--- src/rtl/fdm_pkg.sv ---
// Shared types, constants and codes of the frame difference motion mask.
package fdm_pkg;

    // Default sizes of the stores
    localparam int HISTORY_DEF    = 4;
    localparam int MAX_PIXELS_DEF = 65536;

    // Register reset values
    localparam logic [7:0]  THRESHOLD_RESET = 8'd25;
    localparam logic [16:0] FRAME_RESET     = 17'd65536;

    // Register indexes
    localparam logic CFG_THRESHOLD = 1'b0;
    localparam logic CFG_FRAME     = 1'b1;

    // Gray conversion weights, Q14
    localparam logic [21:0] GRAY_W_BLUE  = 22'd1868;
    localparam logic [21:0] GRAY_W_GREEN = 22'd9617;
    localparam logic [21:0] GRAY_W_RED   = 22'd4899;
    localparam logic [21:0] GRAY_ROUND   = 22'd8192;

    // Strength scale: one in Q16, numerator shift for 2 * marked in Q16
    localparam logic [16:0] STRENGTH_ONE = 17'd65536;
    localparam int          STRENGTH_SHIFT = 17;

    // Width of the weighted difference sums (enough for eight frames)
    localparam int SUM_W = 16;

    typedef struct packed {
        logic [7:0] blue;
        logic [7:0] green;
        logic [7:0] red;
    } fdm_pixel_t;

    typedef struct packed {
        logic        motion;
        logic        frame_end;
        logic [16:0] strength;
    } fdm_result_t;

    // Classified item passed from front to back
    typedef struct packed {
        logic [7:0] gray;
        logic       last;
    } fdm_job_t;

    typedef enum logic [1:0] {
        ST_IDLE,
        ST_RUN,
        ST_DIV,
        ST_OUT
    } fdm_state_t;

endpackage

--- src/rtl/fdm_front.sv ---
// Front end: accepts pixels, converts to gray and tracks the frame position.
module fdm_front #(
    parameter int MAX_PIXELS = fdm_pkg::MAX_PIXELS_DEF
) (
    input  logic                             clk,
    input  logic                             rst_n,
    input  logic                             pix_valid,
    output logic                             pix_stall,
    input  fdm_pkg::fdm_pixel_t              pix,
    input  logic [$clog2(MAX_PIXELS+1)-1:0]  len,
    output logic                             push_valid,
    input  logic                             push_stall,
    output fdm_pkg::fdm_job_t                job,
    output logic [$clog2(MAX_PIXELS)-1:0]    push_pos
);
    import fdm_pkg::*;

    localparam int POS_W = $clog2(MAX_PIXELS);
    localparam int LEN_W = $clog2(MAX_PIXELS+1);

    logic [POS_W-1:0] pos_reg, pos_next;
    logic [21:0]      gray_sum;
    logic             last;
    logic             accept;

    assign pix_stall  = push_stall;
    assign push_valid = pix_valid;
    assign accept     = pix_valid && !push_stall;

    // Weighted gray sum, rounded
    assign gray_sum = GRAY_W_BLUE * 22'(pix.blue) + GRAY_W_GREEN * 22'(pix.green)
                    + GRAY_W_RED * 22'(pix.red) + GRAY_ROUND;

    assign last = ((LEN_W+1)'(pos_reg) + (LEN_W+1)'(1)) >= (LEN_W+1)'(len);

    assign job.gray = gray_sum[21:14];
    assign job.last = last;
    assign push_pos = pos_reg;

    // Advance position, wrap on last pixel
    always_comb
    begin
        pos_next = pos_reg;
        if (accept)
        begin
            pos_next = last ? '0 : pos_reg + POS_W'(1);
        end
    end

    always_ff @(posedge clk or negedge rst_n)
    begin
        if (!rst_n)
        begin
            pos_reg <= '0;
        end
        else
        begin
            pos_reg <= pos_next;
        end
    end
endmodule

--- config.mk ---
export PLATFORM = sky130hd
export DESIGN_NAME = fdm_front
export DESIGN_NICKNAME = d
export VERILOG_FILES = /design/src/rtl/fdm_pkg.sv /design/src/rtl/fdm_front.sv
export SDC_FILE = /design/constraint.sdc
export NUM_CORES = 1
export LEC_CHECK = 0
export BUFFER_PORTS_ARGS = -buffer_cell sky130_fd_sc_hd__buf_2
export CORE_MARGIN = 5
export CORE_UTILIZATION = 50
export CTS_BUF_LIST = sky130_fd_sc_hd__clkbuf_16
export DETAILED_ROUTE_END_ITERATION = 12
export GPL_ROUTABILITY_DRIVEN = 0
export PLACE_DENSITY = 0.7
export SLEW_MARGIN = 20
export SYNTH_ARGS = -nofsm -noshare
export SYNTH_HDL_FRONTEND = slang
export SYNTH_SLANG_ARGS = --single-unit
--- constraint.sdc ---
create_clock -name clk -period 9.15 [get_ports clk]
set_clock_uncertainty 0.1 [all_clocks]
set_input_delay 0.4575 -clock clk [delete_from_list [all_inputs] [get_ports clk]]
set_output_delay 0.4575 -clock clk [all_outputs]
set_load 0.01 [all_outputs]
==> Word-level counts from Yosys, hierarchy flattened <==
Cells that the tools add are included.
{ "totals": {"register_bits": 16, "word_cells": 13, "input_bits": 45, "out_inout_bits": 27} }
{ "op_classes": {"n_mul": 3, "n_lt_le_gt_ge": 1, "addsub": 5, "n_mux": 1, "reduce_logical": 2} }
{ "ops": {"columns": ["operator", "count"], "rows": [
  ["$add 19x22->22", 1],
  ["$add 22x14->22 const B", 1],
  ["$add 22x21->22", 1],
  ["$mul 14x8->22 const A", 1],
  ["$mul 13x8->21 const A", 1],
  ["$add 16x1->17 const B", 1],
  ["$ge 17x17->1", 1],
  ["$mul 9x8->17 const A", 1],
  ["$add 16x1->16 const B", 1],
  ["$mux 16", 1],
  ["$logic_and 1x1->1", 1],
  ["$logic_not 1->1", 1]
]} }

==> Longest topological paths before layout <==
{ "logic_depth": {"word_depth": 4, "mapped_depth": 28, "ltp_nobuf": 28} }

==> Worst setup path before layout <==
Ideal clock, no wire load.
{ "synth_timing": {"path_kind": "in2out", "from": "input port pix[18] (netlist bit)", "to": "output port job[8] (netlist bit)", "path_stages": 25, "path_slack_ns": 1.880, "t_required_ns": 8.593, "n_path_buf": 0, "t_arrival_ns": 6.713, "path_cell_list": "ha_1 -> ha_1 -> or2_2 -> fa_1 -> inv_1 -> fa_1 -> inv_1 -> ha_1 -> a21o_1 -> a21o_1 -> a2111oi_2 -> nor3_1 -> xor2_1 -> fa_1 -> inv_1 -> fa_1 -> fa_1 -> inv_1 -> ha_1 -> and3_1 -> a41oi_1 -> o21ai_1 -> or3_1 -> o221a_2 -> xnor2_1"} }
{ "synth_lines": {"columns": ["item", "line_no", "rtl"], "rows": [
  ["from (decl)", "fdm_front.sv:9", "input fdm_pkg::fdm_pixel_t pix,"],
  ["to (decl)", "fdm_front.sv:13", "output fdm_pkg::fdm_job_t job,"]
]} }

==> metrics.md <==
| Metric | Value |
|---|---|
| Outcome | complete, no violations |
| Most frequent cells in the layout | 222 x inv_1, 160 x ha_1, 87 x fa_1 |
| Mapped Area | between 0.006 and 0.007 mm^2 |
| Die ar. | between 0.015 and 0.02 mm^2 |
| Placed instance count | between 900 and 1000 |
| Setup Viol. Count Final | 0 |
| CTS Buf Count | 3 |
| Drt wl/cell | between 10 and 15 um |
| Core area | between 0.01 and 0.015 mm^2 |
| Kind of critical path | input pin to primary output |
| Routed wire length | roughly 14 mm |
| Ant diodes | 0 |
| Primary FF master, synth | dfrtp_1 |
| Final Hold Vio Count | 0 |
| Wl on met1 | approximately 6 mm |
| Post-CTS Setup Bufs | 0 |
| Most common cell after layout, fill and taps aside | inv_1 |
| Crit. Startpoint | pix[22] |
| Slew margin rel. | 40.6% |
| Via count | just under 5000 |
| Metal2 WL | 6.71 mm |
| Drc violations | 0 |
| Average size of a mapped cell | slightly below 9 um^2 |
| Vias in the first global route | slightly above 5000 |
| CP Data Arrival Time | 7.33 ns |
| Achievable Freq | about 130 MHz |
| Die Span Y | 125 um |
| Root Buffer | clkbuf_16 |
| RSZ-0062 raised after global routing | no |
| Post-route ant nets | 0 |
| Worst-margin pin slew | just under 0.9 ns |
| Post-synth cell types | 53 |
| Sum of negative setup slack | 0 ns |
| All-Layer GR Usage | 18.3% |
| Post-CTS sizing | 0 |
| Max Slew Vio Count | 0 |
| Die width | ~130 um |
| Post-Syn Instances | roughly 750 |
| Setup crit start kind | input pin |
| Sequential element share of the synthesized area | under 10% |
| EDFF count, synth | 0 |
| Top layer in use | met4 |
| Layout cells sized above 1 | a little under an eighth |
| Clock Tree Buf Depth | 2 |
| First-pass GRT wire length | between 20 and 25 mm |
| Worst-path clk slew | roughly 0.05 ns |
| Post-synthesis register bit count | 16 |
| Hold Crit Class | input pin to asynchronous set/reset pin |
| Via-to-Cell Ratio | around 5.0 |
| Final worst path period share | 86.2% |
| Port Buf Inserts | slightly above 70 |
| Gr ovfl total | 0 |
| Fin crit period | 7.89 ns |
| Met3 wire length | 637 um |
| Max reg flops | 16 |
| CP required | around 8.6 ns |
| Max-cap violations | 0 |
| TritonCTS clock tree | yes |
| Area Growth Syn to Fin | 9.09% |
| Initial Util | between 50% and 60% |
| H-tree levels | 1 |
| Clock Sinks | 16 |
| Hpwl dp | about 12 mm |
| Non-filler cells, final | slightly below 1000 |
| # nets final | ~1100 |
| Async SR Flop Fraction | between 90% and 100% |
| Worst-path maximum fanout | 6 |
| Row count | 42 |
| Synth warn | 0 |
| Worst-skew pair later-pin latency | ~0.25 ns |
| First-pass DRT Iterations | 4 |
| Initial antenna violation count | 0 |
| CP endpoint kind | primary output |
| Pin count of the biggest net entering global routing | 20 |
| Worst R2R Start | push_pos[0]$_DFFE_PN0P_ |
| Io pins | between 70 and 80 |
| Synthesized net count | a little over 1000 |
| 1st-iter DRT viols | approximately 230 |
| Hold Buf Count CTS | 0 |
[worst paths after layout]
check / end / slack [ns] / depth (start not counted)
min reg2reg: push_pos[15]$_DFFE_PN0P_ / 0.47 / 2
min in group clk: push_pos[15]$_DFFE_PN0P_ / 0.47 / 2
max: job[5] / 1.26 / 28
min: push_pos[15]$_DFFE_PN0P_ / 0.03 / 1
max in group asynchronous: push_pos[4]$_DFFE_PN0P_ / 8.63 / 1
max reg2reg: push_pos[11]$_DFFE_PN0P_ / 5.22 / 11
[cell type report]
type	instances	area, um^2
inverter	222	833
clock inverter	1	3.75
timing repair buffer	72	363
multi-input combinational	497	5340
tap	176	220
fill	1239	5900
sequential	16	400
clock buffer	3	75.1
[critical path, stage by stage]
cell and delay, ns:
buf_2 0.16, inv_1 0.06, ha_1 0.33, fa_1 0.49, fa_1 0.51, inv_1 0.04, ha_1 0.28, ha_1 0.36
a21o_1 0.18, a41o_1 0.26, a21o_1 0.19, a21oi_1 0.17, xnor2_1 0.14, ha_1 0.25, ha_1 0.27, inv_1 0.06
fa_1 0.52, fa_1 0.45, fa_1 0.55, inv_1 0.04, ha_1 0.29, o21ai_0 0.22, o21ai_0 0.12, a21oi_1 0.18
nand2_1 0.12, o41ai_1 0.32, xnor2_1 0.16, buf_2 0.14
[Yosys cell counts, types with 6 or more instances]
master,number,share of area (%)
nand2b_1,7,0.66
o21ai_0,27,2.0
o31ai_1,7,0.79
dfrtp_1,16,6.0
a21o_1,8,0.91
inv_1,222,13
ha_1,160,30
nand2_1,32,1.8
and3_1,6,0.57
nor3_1,12,0.91
fa_1,87,26
a2111oi_0,6,0.79
o21ai_1,7,0.53
nor2_1,18,1.0
a21oi_1,25,1.9
xor2_1,14,1.8
xnor2_1,19,2.5
a211oi_1,6,0.68
[metrics by stage]
step | cell area, um^2 | hold WS (ns) | utilization (%) | setup WS [ns]
2_1_floorplan | 6630 | 0.0619 | - | 1.88
3_3_place_gp | 7160 | 0.306 | 54.5 | 1.38
3_5_place_dp | 7160 | 0.309 | 54.5 | 1.28
4_1_cts | 7240 | 0.0435 | 55.1 | 1.24
5_1_grt | 7240 | 0.0585 | 55.1 | 0.863
6_report | 7240 | 0.0290 | 55.1 | 1.26
[cells by family (layout without fill, tap and decap cells)]
family          count (synthesis)  count (layout)  synth area share (%)
buf+inv                       232             298                  13.4
flops                          16              16                  6.04
fa+ha+maj                     247             247                  56.4
simple gates                  110             110                  9.11
xor+xnor                       33              33                  4.36
compound gates                107             107                  10.6
[routing by layer]
layer	track usage, %	vias to the layer above
li1	-	2515
met1	25.5	2312
met2	31.9	105
met3	1.36	13
met4	2.74	0
met5	0	-
Power is not shown: default switching activity piles up to over one toggle a cycle in this logic, so the estimate is an artifact.
