[src/rtl/fdm_queue.sv]
// Two-entry item queue between the front and the back end.
module fdm_queue #(
    parameter int WIDTH = 8
) (
    input  logic             clk,
    input  logic             rst_n,
    input  logic             push_valid,
    output logic             push_stall,
    input  logic [WIDTH-1:0] push_data,
    output logic             pop_valid,
    input  logic             pop_take,
    output logic [WIDTH-1:0] pop_data
);
    logic [WIDTH-1:0] slot_reg [2];
    logic             wr_ptr_reg, wr_ptr_next;
    logic             rd_ptr_reg, rd_ptr_next;
    logic [1:0]       count_reg, count_next;
    logic             push, pop;

    assign push_stall = (count_reg == 2'd2);
    assign pop_valid  = (count_reg != 2'd0);
    assign pop_data   = slot_reg[rd_ptr_reg];
    assign push       = push_valid && !push_stall;
    assign pop        = pop_take && pop_valid;

    // Advance pointers and count
    always_comb
    begin
        wr_ptr_next = push ? !wr_ptr_reg : wr_ptr_reg;
        rd_ptr_next = pop ? !rd_ptr_reg : rd_ptr_reg;
        count_next  = count_reg;
        if (push && !pop)
        begin
            count_next = count_reg + 2'd1;
        end
        else if (pop && !push)
        begin
            count_next = count_reg - 2'd1;
        end
    end

    always_ff @(posedge clk or negedge rst_n)
    begin
        if (!rst_n)
        begin
            wr_ptr_reg <= 1'b0;
            rd_ptr_reg <= 1'b0;
            count_reg  <= 2'd0;
        end
        else
        begin
            wr_ptr_reg <= wr_ptr_next;
            rd_ptr_reg <= rd_ptr_next;
            count_reg  <= count_next;
        end
    end

    // Store pushed item
    always_ff @(posedge clk)
    begin
        if (push)
        begin
            slot_reg[wr_ptr_reg] <= push_data;
        end
    end
endmodule

[config.mk]
export PLATFORM = sky130hd
export DESIGN_NAME = fdm_queue
export DESIGN_NICKNAME = d
export VERILOG_FILES = /design/src/rtl/fdm_queue.sv
export SDC_FILE = /design/constraint.sdc
export NUM_CORES = 1
export LEC_CHECK = 0
export ABC_CLOCK_PERIOD_IN_PS = 1800
export BUFFER_PORTS_ARGS = -buffer_cell sky130_fd_sc_hd__buf_2
export CORE_MARGIN = 3
export CORE_UTILIZATION = 34
export CTS_CLUSTER_DIAMETER = 60
export DETAILED_ROUTE_END_ITERATION = 6
export GPL_TIMING_DRIVEN = 1
export HOLD_SLACK_MARGIN = 0.05
export SKIP_LAST_GASP = 1
export SYNTH_ARGS = -nofsm -noshare
export SYNTH_HDL_FRONTEND = slang
export SYNTH_SLANG_ARGS = --single-unit
[constraint.sdc]
create_clock -name clk -period 1.8 [get_ports clk]
set_clock_uncertainty 0.05 [all_clocks]
set_input_delay 0.36 -clock clk [delete_from_list [all_inputs] [get_ports clk]]
set_output_delay 0.36 -clock clk [all_outputs]
set_load 0.005 [all_outputs]
Word level (Yosys, flattened, before mapping):

Memory sizes are Yosys's and may differ from the RTL's.
Index checks and enable logic that the tools add are counted.

* reduce and logical (&&, ||, !) cells: 11
* add/subtract/negate cells: 2
* equal/unequal tests: 1
* mux-type cells: 4

Operators by type and width (count)
* logical NOT 1 bit: 5
* logical AND 1 bit: 4
* 2-to-1 mux 2 bit: 2
* nonzero test 2 bit: 2
* adder 2 x 1 -> 2 bit (second input constant): 1
* == test 2 bit (second input constant): 1
* 2-to-1 mux 1 bit: 2
* subtractor 2 x 1 -> 2 bit (second input constant): 1

* memories: 1
* bits in writable memories: 16
* output and inout port bits: 10
* register bits: 4
* input bits: 12

Memory list
* slot_reg: words 2, bits a word 8, read ports 1, clocked after Yosys merged registers in 0, wr ports 1, RTL line 14 `logic [WIDTH-1:0] slot_reg [2];`

Logic depth before layout (Yosys ltp):

* depth in word-level cells: 7
* depth in mapped cells: 7

Least setup slack after synthesis:

Ideal clock, no wire load.

* path type: flip-flop to flip-flop
* start point: register count_reg[0]
* end point: memory slot_reg[0][0] (enable)
* path buffers: 0
* arrival: 994 ps
* cell stages (with the launch flop): 4
* setup time: 370 ps
* slack: 386 ps
* cell sequence: dfrtp_1 nand2b_1 nand2_1 nor2_1

* word-level cells in the longest chain between the ends: 5

Ends and longest elaborated chain
* start, declared: RTL line 17 `logic [1:0] count_reg, count_next;`
* start signal, assigned: RTL line 54 `count_reg <= count_next;`
* == test 2 bit: RTL line 20 `assign push_stall = (count_reg == 2'd2);`
* logical NOT 1 bit: RTL line 23 `assign push = push_valid && !push_stall;`
* logical AND 1 bit: RTL line 23
* 2-to-1 mux 1 bit: RTL line 61 `if (push)`
* 2-to-1 mux 1 bit (not written as such): RTL line 63 `slot_reg[wr_ptr_reg] <= push_data;`
* end, declared: RTL line 14

No other way between the ends.

Final worst setup path:

* start point: register rd_ptr_reg
* end point: output port pop_data[5]

* word-level cells in the longest chain between the ends: 1

Ends and longest elaborated chain
* start, declared: RTL line 16 `logic rd_ptr_reg, rd_ptr_next;`
* start signal, assigned: RTL line 53 `rd_ptr_reg <= rd_ptr_next;`
* memory (2 x 8 bit)
* end, declared: RTL line 12 `output logic [WIDTH-1:0] pop_data`

No other way between the ends.

==> results <==
- In this run the most used layer during global routing was met2.
- Port buffering added 21 buffers.
- Setup repair after global routing left no endpoint under its margin.
- The number of detailed-routing iterations run before antenna repair is 2.
- The clock input transition at the sequential cells of the worst setup and hold paths is 0.11 ns.
- Setup violations remaining at the end of the flow were counted as 0.
- The number of remaining DRC errors is 0.
- Of the total power, combinational logic draws 0.287.
- Across the VDD grid, the largest voltage drop is 0.929 mV.
- Along the worst hold path, the cell count comes to 1.
- In this run the worst path has a maximum fanout of 9.
- The number of global-route vias before repair is 446.
- The share of the Yosys chip area taken by registers is 0.741.
- The first routing iteration left 3 violations.
- The number of vias after detailed routing is 423.
- The met1 usage is 0.114.
- The register with the most flip-flops in the layout has 16 of them.
- The tool flagged a number of max-cap violations equal to 0.
- The worst hold path belongs to the class in -> reg.
- The total area inside the core boundary comes to 2060 um2.
- The share of total power in the clock network is 0.231.
- The proportion of power drawn by flip-flops and latches is 0.482.
- The number of levels in the clock H-tree is 1.
- The routed design has between 1 and 1.5 mm of wire.
- The portion of synthesized cell area occupied by the leading cell type is 0.613.
- The largest net degree at the start of global routing is 13.
- TritonCTS built the clock tree.
- The max-slew headroom at the worst pin is 0.746.
- Compared with the post-synthesis result, the final layout area differs by 26.2%.
- The total global-route track usage is 0.101.
- The worst setup path is launched from a flop.
- The initial antenna violation count came to 0.
- In the finished design, the share of the clock period the worst path needs comes to 0.936.
- The first global-routing pass estimated 1.96 mm of wire.
- The cell chosen for the clock root is sky130_fd_sc_hd__clkbuf_4.
- The transition at the pin with the smallest max-transition slack is 0.381 ns.
- The worst endpoint data arrival time is 1.28 ns.
- The cell count after synthesis came out at 44.
- Global routing finished with a remaining overflow of 0.
- The placement-stage worst setup slack is slightly above 0.3 ns.
- In the global route stage, met3 resource usage came out at 0.0499.
- The worst setup path is of the reg -> out kind.
- The flow ran to the end, and the final reports show no timing, DRC or antenna violations.
- The top achievable clock speed is 0.593 GHz.
- After detailed routing, the number of vias per cell comes to 4.36.
- The number of antenna cells inserted is 0.
- The clock passes through at most 2 buffers.
- For this design the total switching power over the nets is 0.423 mW.
- The number of synthesized register bits is 20.
- 22 I/O pins were placed.
- Adding up every negative setup slack in the final design gives 0 ns.
- The floorplan has 16 rows.
- The number of slew-limit violations in the final report is 0.
- The cell internal power dissipation is 1.12 mW.
- Ranked by total cell area, the synthesized netlist is headed by sky130_fd_sc_hd__edfxtp_1, sky130_fd_sc_hd__dfrtp_1, sky130_fd_sc_hd__mux2_1, sky130_fd_sc_hd__xnor2_1, sky130_fd_sc_hd__xor2_1.
- The number of nets in the synthesized netlist is 57.
- Buffers inserted during clock tree synthesis total 3.
- After the last flow step, the layout net total stands at 84.
- The switching share of total power is 0.275.
- The met2 track demand over resource is 0.169.
- The estimated wirelength of the detail-placed design is between 800 and 900 um.
- The number of warnings printed during yosys synthesis is 0.
- In this run, distinct cell masters in the synthesized netlist total 14.
- Of all cell types, the one taking the most synthesized area is sky130_fd_sc_hd__edfxtp_1.
- The clock period could shrink to approximately 1.7 ns.
- At the later pin of the worst-skew pair, clock insertion delay measures 0.29 ns.
- The detail route stage leaves a number of antenna-violating nets equal to 0.
- The kind of capture point of the worst setup path is an output pin.
- Power spread over the standard cell area amounts to ~1600 nW/um2.
- The number of cell instances on the worst register-to-register path is 7.
- The die is between 50 and 60 um wide.
- In this run the static leakage power is 0.410 nW.
- Once placement completed, the tool counted placed cells totaling just over 90.
- The effective utilization at floorplan is 0.380.
- The count of cells in the finished layout, fillers not included, comes to 97.
- The hold violation total from the final report is 0.
- Dividing the synthesized area by the synthesized cell count gives about 18 um2.
- The detail-routed net length per standard cell is 12.4 um.
- In this run the cell area of the synthesized design comes to a little under 800 um2.
- The floorplan step defined a die boundary enclosing 2920 um2.
- Of the cells placed in the final design, the portion with a size suffix greater than 1 is 0.414.
- In the post-route analysis, the smallest setup slack over all paths is 0.115 ns.
- The share of the core filled with cells in the final layout is 0.479.
- The weighted congestion at the end of routability-driven global placement is approximately 0.65.
- The critical path data required time is 1.39 ns.
- The post-CTS setup-driven buffer insertion count is 0.
- The clock sink count is 20.
- The height of the chip is 54.0 um.
## per-layer routing
layer	vias to the layer above	share of wire	routed length [um]
met5	-	0	0
met4	0	0	0
met3	0	0.070	85
met2	14	0.50	605
met1	201	0.43	515
li1	208	-	-
## Yosys cell counts
library cell               instances
sky130_fd_sc_hd__edfxtp_1         16
sky130_fd_sc_hd__mux2_1            8
sky130_fd_sc_hd__dfrtp_1           4
sky130_fd_sc_hd__xnor2_1           3
sky130_fd_sc_hd__inv_1             2
sky130_fd_sc_hd__nor2_1            2
sky130_fd_sc_hd__xor2_1            2
sky130_fd_sc_hd__and3_1            1
sky130_fd_sc_hd__buf_2             1
sky130_fd_sc_hd__ha_1              1
sky130_fd_sc_hd__nand2_1           1
sky130_fd_sc_hd__nand2_4           1
sky130_fd_sc_hd__nand2b_1          1
sky130_fd_sc_hd__or2_4             1
## worst max-delay path, cell delays in order, from the launching register on
cell and delay, ns:
sky130_fd_sc_hd__dfrtp_2 0.51, sky130_fd_sc_hd__mux2_1 0.34, sky130_fd_sc_hd__buf_2 0.13
## cell families after synthesis
kind of cell,after synthesis,share of synthesized area
xor+xnor,5,0.0559
fa+ha+maj,1,0.0160
buf+inv,3,0.0160
flops,20,0.741
mux,8,0.115
simple gates,7,0.0559
## path summary, 6_finish.rpt
kind,start,to,slack (ns)
max in group asynchronous,rst_n,rd_ptr_reg,1.22
max,rd_ptr_reg,pop_data[5],0.11
max reg2reg,count_reg[0],count_reg[1],0.29
min in group asynchronous,rst_n,wr_ptr_reg,0.33
min reg2reg,count_reg[1],count_reg[1],0.46
min,push_data[2],slot_reg[1][2],0.19
## cell usage in the layout (no fill, tap or decap), types with 2 or more instances in the layout
master                      n
sky130_fd_sc_hd__nor2_1     2
sky130_fd_sc_hd__inv_1      2
sky130_fd_sc_hd__clkbuf_4   3
sky130_fd_sc_hd__edfxtp_1  16
sky130_fd_sc_hd__xor2_1     2
sky130_fd_sc_hd__buf_2     21
sky130_fd_sc_hd__dfrtp_1    3
sky130_fd_sc_hd__xnor2_1    3
sky130_fd_sc_hd__mux2_1     8
## timing repair
action | in CTS | in global routing
hold buffers | 1 | 0
setup endpoints to repair | 8 | 0
resized for setup | 1 | 0
endpoints found under the hold margin | 4 | 0
## through the flow
step / power [mW] / hold WS (ns) / instance area [um2]
final: 1.54 / 0.193 / 988
after global routing: 1.66 / 0.162 / 988
after CTS: 1.57 / 0.183 / 988
after detailed placement: 1.20 / 0.126 / 925
after global placement: 1.19 / 0.120 / 925
after floorplan: 1.02 / 0.0144 / 783
## cell type report
| type | count | area, um2 |
|---|---|---|
| Inverter | 2 | 7.51 |
| Sequential cell | 20 | 582 |
| Tap cell | 27 | 33.8 |
| Clock buffer | 3 | 22.5 |
| Timing Repair Buffer | 23 | 123 |
| Clock inverter | 1 | 30.0 |
| Fill cell | 193 | 1070 |
| Multi-Input combinational cell | 21 | 190 |
## power groups by stage
stage	Combinational [mW]	Sequential [mW]	Clock [mW]
after CTS	0.456	0.747	0.368
after global routing	0.498	0.764	0.399
after detailed placement	0.449	0.753	0
after global placement	0.446	0.745	0
final	0.443	0.743	0.355
after floorplan	0.327	0.696	0
Power figures use the tool's default switching activity.
